## config.mk

```make
export PLATFORM = sky130hd
export DESIGN_NAME = pmb_isqrt
export DESIGN_NICKNAME = d
export VERILOG_FILES = /design/src/rtl/core/pmb_pkg.sv /design/src/rtl/core/pmb_isqrt.sv
export SDC_FILE = /design/constraint.sdc
export NUM_CORES = 2
export LEC_CHECK = 0
export ABC_AREA = 1
export BUFFER_PORTS_ARGS = -buffer_cell sky130_fd_sc_hd__buf_4
export CAP_MARGIN = 5
export CORE_UTILIZATION = 40
export DETAILED_ROUTE_END_ITERATION = 8
export GPL_TIMING_DRIVEN = 1
export HOLD_SLACK_MARGIN = 0.03
export PLACE_DENSITY = 0.65
export SLEW_MARGIN = 20
export SYNTH_ARGS = -nofsm -noshare
export SYNTH_HDL_FRONTEND = slang
export SYNTH_SLANG_ARGS = --single-unit
```

## constraint.sdc

```tcl
create_clock -name clk -period 4.4 [get_ports clk]
set_input_delay 0.44 -clock clk [delete_from_list [all_inputs] [get_ports clk]]
set_output_delay 0.44 -clock clk [all_outputs]
set_load 0.005 [all_outputs]
```

## src/rtl/core/pmb_pkg.sv

```systemverilog
`timescale 1ns / 1ps

package pmb_pkg;

  // Default for the top level parameter.
  localparam int COORD_WIDTH_DEF = 32;

  // Command and register codes.
  localparam logic CMD_PROJECT = 1'b0;
  localparam logic CMD_LOAD    = 1'b1;
  localparam logic REG_SCREEN_WIDTH  = 1'b0;
  localparam logic REG_SCREEN_HEIGHT = 1'b1;
  localparam logic [4:0] NUM_COEF = 5'd16;
  localparam logic [4:0] CAM_END  = 5'd19;

  typedef logic [1:0] kind_t;
  localparam kind_t KIND_PLAYER = 2'd0;
  localparam kind_t KIND_NPC    = 2'd1;

  localparam int DIM_W = 14;
  localparam logic [DIM_W-1:0] SCREEN_W_RST = 14'd1920;
  localparam logic [DIM_W-1:0] SCREEN_H_RST = 14'd1080;

  // Datapath widths.
  localparam int PROD_W = 56;            // 32x32 product after floor shift by 8
  localparam int CLIP_W = 58;            // clip coordinate, signed
  localparam int CAP_W  = 21;            // capped |difference|
  localparam logic [CAP_W-1:0] DIFF_CAP = 21'h100000;
  localparam int SQ_W   = 44;            // sum of squares, even width
  localparam int ROOT_W = SQ_W / 2;
  localparam int ANC_VW = 40;            // divisor width after normalizing
  localparam int ANC_Q  = 18;            // anchor quotient bits
  localparam int SIZE_VW = 22;
  localparam int SIZE_Q  = 13;
  localparam int BOX_W  = 11;
  localparam int OUT_W  = 17;

  // Pipeline stage numbers (stage 1 is the register written at input accept).
  localparam int ST_VIS  = 3;
  localparam int ST_ANC  = ST_VIS + 3 + ANC_Q;
  localparam int ST_ROOT = ST_VIS + ROOT_W;
  localparam int ST_SIZE = ST_ROOT + SIZE_Q + 2;
  localparam int ST_OUT  = ST_SIZE + 1;

  // Size table.
  localparam logic [SIZE_VW-1:0] DEN_OFFSET = 22'd2560;
  localparam int SZ_DW = SIZE_VW + SIZE_Q;
  localparam logic [SZ_DW-1:0] K_PLAYER = 35'd16384000;
  localparam logic [SZ_DW-1:0] K_NPC    = 35'd9830400;
  localparam logic [SZ_DW-1:0] K_GADGET = 35'd1638400;

  function automatic logic [OUT_W-1:0] sat17(input logic signed [19:0] v);
    logic [OUT_W-1:0] r;
    if (v < -20'sd65536) begin
      r = 17'h10000;
    end else if (v > 20'sd65535) begin
      r = 17'h0FFFF;
    end else begin
      r = v[OUT_W-1:0];
    end
    return r;
  endfunction

endpackage

```

## src/rtl/core/pmb_isqrt.sv

```systemverilog
`timescale 1ns / 1ps

// Pipelined integer square root, two radicand bits per stage.
module pmb_isqrt
  import pmb_pkg::*;
(
  input  logic              clk,
  input  logic              en,
  input  logic [SQ_W-1:0]   rad,
  output logic [ROOT_W-1:0] root
);

  localparam int REM_W = ROOT_W + 3;

  logic [SQ_W-1:0]   rad_r  [ROOT_W];
  logic [REM_W-1:0]  rem_r  [ROOT_W];
  logic [ROOT_W-1:0] root_r [ROOT_W];

  for (genvar i = 0; i < ROOT_W; i++) begin : g_st
    logic [SQ_W-1:0]   rad_in;
    logic [REM_W-1:0]  rem_in, rem_sh;
    logic [ROOT_W-1:0] root_in;
    logic [REM_W:0]    diff;

    if (i == 0) begin : g_first
      assign rad_in  = rad;
      assign rem_in  = '0;
      assign root_in = '0;
    end else begin : g_next
      assign rad_in  = rad_r[i-1];
      assign rem_in  = rem_r[i-1];
      assign root_in = root_r[i-1];
    end

    assign rem_sh = {rem_in[REM_W-3:0], rad_in[SQ_W-1 -: 2]};
    assign diff   = {1'b0, rem_sh} - (REM_W+1)'({root_in, 2'b01});

    always_ff @(posedge clk) begin
      if (en) begin
        rad_r[i] <= rad_in << 2;
        if (!diff[REM_W]) begin
          rem_r[i]  <= diff[REM_W-1:0];
          root_r[i] <= {root_in[ROOT_W-2:0], 1'b1};
        end else begin
          rem_r[i]  <= rem_sh;
          root_r[i] <= {root_in[ROOT_W-2:0], 1'b0};
        end
      end
    end
  end

  assign root = root_r[ROOT_W-1];

endmodule

```

==> impl_metrics.json <==
{
  "status": "finished, final reports clean",
  "synth_edf_count": 1169,
  "ys.flop_type": "edfxtp_1",
  "cts_max_path_buffers": 3,
  "fmax_mhz": 350,
  "cts_tree": "yes",
  "crit_slowest_cell": "inv_2",
  "finalHoldViolCount": 0,
  "cts-root-buf": "clkbuf_16",
  "start_kind": "flip-flop",
  "clock_latency_ns": 0.79,
  "worst_clock_skew_ns": 0.0482,
  "setup_viol": 0,
  "via_count": 45937,
  "ant_nets": 0,
  "grt_use_total_pct": 19.0,
  "portBuffers": 67,
  "overflow": 0,
  "regArea_um2": 35100,
  "fin_ws_ns": 1.54,
  "period_minus_slack_ns": 2.86,
  "die_w_um": 399,
  "diodes": 0,
  "core_area_um2": 156000,
  "critPathKind": "reg2reg",
  "critPathCaptureType": "flip-flop",
  "htree_levels": 4,
  "gp_congestion": 0.921,
  "drt-total-wl_mm": 151,
  "place_hpwl_mm": 115,
  "synthArstFlopShare_pct": 0,
  "slew_violations": 0,
  "crit_arrival_ns": 3.38,
  "viasPerCell": 4.86,
  "cts_buffers": 134,
  "yosys.cell_types.count": 48,
  "cp_common_cell": "nand2_1",
  "avgSynthCellArea_um2": 8.89,
  "drt_iter0_markers": 3583,
  "worst_pin_slew_ns": 0.969,
  "synthCells": 7095,
  "path_cells": "ha_1 -> nand2_1 -> inv_1 -> nand2_1 -> nand2_1 -> nand3b_1 -> nand2_1 -> nand3_2 -> inv_2 -> a21oi_1",
  "p_leak_nw": 31.9,
  "die_h_um": 399,
  "numClockSinks": 1170,
  "syn2layout_area_growth_pct": 12.1,
  "fillCellCount": 14980,
  "grt_pass1_wl_mm": 238,
  "grt_max_degree": 176,
  "tns_ns": 0,
  "crit_required_ns": 4.92,
  "max_stage_delay_ns": 0.52,
  "die_area_um2": 159000,
  "rsz0062_at_grt": "false",
  "p_per_area_nw_per_um2": 459,
  "multiInputGateArea_um2": 22700,
  "synth_fp_nets": 7398,
  "worstPathMaxFanout": 23,
  "dp_slack_ns": 1.40,
  "row_count": 145,
  "grt_pass1_vias": 43637,
  "vdd_drop_max_mv": 0.380,
  "max_slew_margin_pct": 35.4,
  "ys_seq_elements": 1170,
  "antenna_found_initial": 0,
  "dr.pass1.iters": 6,
  "fin_crit_sh_pct": 65.0,
  "synth_warnings": 0,
  "post_drt_wl_per_cell_um": 16.0,
  "io_pins": 68,
  "hp-class": "in2reg",
  "clk_pin_slew_ns": 0.06,
  "drv_cap": 0,
  "layout-drive-gt1-share_pct": 5.02,
  "start_util_pct": 40.3,
  "holdWs_ns": 0.114,
  "nNetsFinal": 7584,
  "synth_seq_area_share_pct": 55.7,
  "route.detailed.drc": 0,
  "synth_area_um2": 63100
}
## per-stage QoR
stage                     std cells  util (%)  total power (W)  area [um^2]
after floorplan                7095         -           0.0194        63100
after global placement         9159      42.1           0.0215        65900
after detailed placement       9159      42.1           0.0215        65900
after CTS                      9446      45.2           0.0328        70700
after global routing           9446      45.2           0.0343        70700
final                          9446      45.2           0.0324        70700
## worst max-delay path: cells and delay by family (launching register included)
kind / cells / cell delay (ns)
AND/OR/NAND/NOR: 6 / 1.16
buffers and inverters: 2 / 0.57
flip-flops: 1 / 0.40
adder cells (fa/ha/maj): 1 / 0.38
AO/OA/AOI/OAI: 1 / 0.08
## cells by family after synthesis
logic type	synth area share, %
and+or+nand+nor	24.2
buffers and inverters	8.36
DFF	55.7
AOI/OAI and AO/OA	3.55
adders and majority gates	5.10
xor gates and xnor gates	3.14
## layout make-up
type | count | area share, %
flip-flops and latches | 1170 | 49.7
multi-input cells | 4577 | 32.1
inverters | 1268 | 6.74
clock buffers | 167 | 4.99
well taps | 2058 | 3.64
repair buffers | 130 | 1.62
clock inverters | 76 | 1.25
## what timing repair did
item,in CTS,in global routing
hold buffers,44,0
endpoints found under the hold margin,44,0
setup endpoints to repair,0,0
buffers inserted,0,0
gates resized for setup,0,0
## cells in the final DEF, fill, tap and decap left out, types with 27 or more instances in the layout
cell and n:
a21oi_1 228, buf_4 81, clkbuf_1 30, clkbuf_16 136, dlygate4sd3_1 44, edfxtp_1 1169, ha_1 257, inv_1 1255
nand2_1 2315, nand3_1 421, nand3b_1 66, nand4_1 97, nor2_1 607, nor3_1 68, o21ai_0 130, o21ai_1 27
xnor2_1 92, xor2_1 134
## power by group
group	switching, W	internal [W]
combinational	0.00439	0.00227
sequential	0.000857	0.0138
clock	0.00469	0.00640
## synth_stat cells, types with 66 or more instances
master    count  area, um^2
a21oi_1     228        1140
edfxtp_1   1169       35100
ha_1        257        3220
inv_1      1255        4710
nand2_1    2315        8690
nand3_1     421        2110
nand3b_1     66         495
nand4_1      97         607
nor2_1      607        2280
nor3_1       68         340
o21ai_0     130         651
xnor2_1      92         806
xor2_1      134        1170
## flip-flops by register name, summed over array words and instances (netlist names)
| signal | flops |
|---|---|
| rem_r | 455 |
| root_r | 253 |
| rad_r | 462 |
## layer usage
layer / routed length (um) / GRT usage (%) / vias up
met3: 7210 / 2.72 / 236
met4: 4260 / 6.28 / 0
met2: 71300 / 31.6 / 1082
met5: 0 / 0 / -
met1: 68600 / 25.5 / 21298
li1: - / - / 23321
## worst paths after layout
path,from,endpoint,slack (ns),depth (start not counted)
worst max register to register,rem_r[2][31]$_DFFE_PP_,rem_r[2][70]$_DFFE_PP_,1.54,10
worst min-delay path,en,rem_r[0][167]$_DFFE_PP_,0.11,1
worst min register to register,rad_r[1][71]$_DFFE_PP_,rad_r[1][115]$_DFFE_PP_,0.38,0
worst max-delay path,rem_r[2][31]$_DFFE_PP_,rem_r[2][70]$_DFFE_PP_,1.54,10
Power figures use the tool's default switching activity.
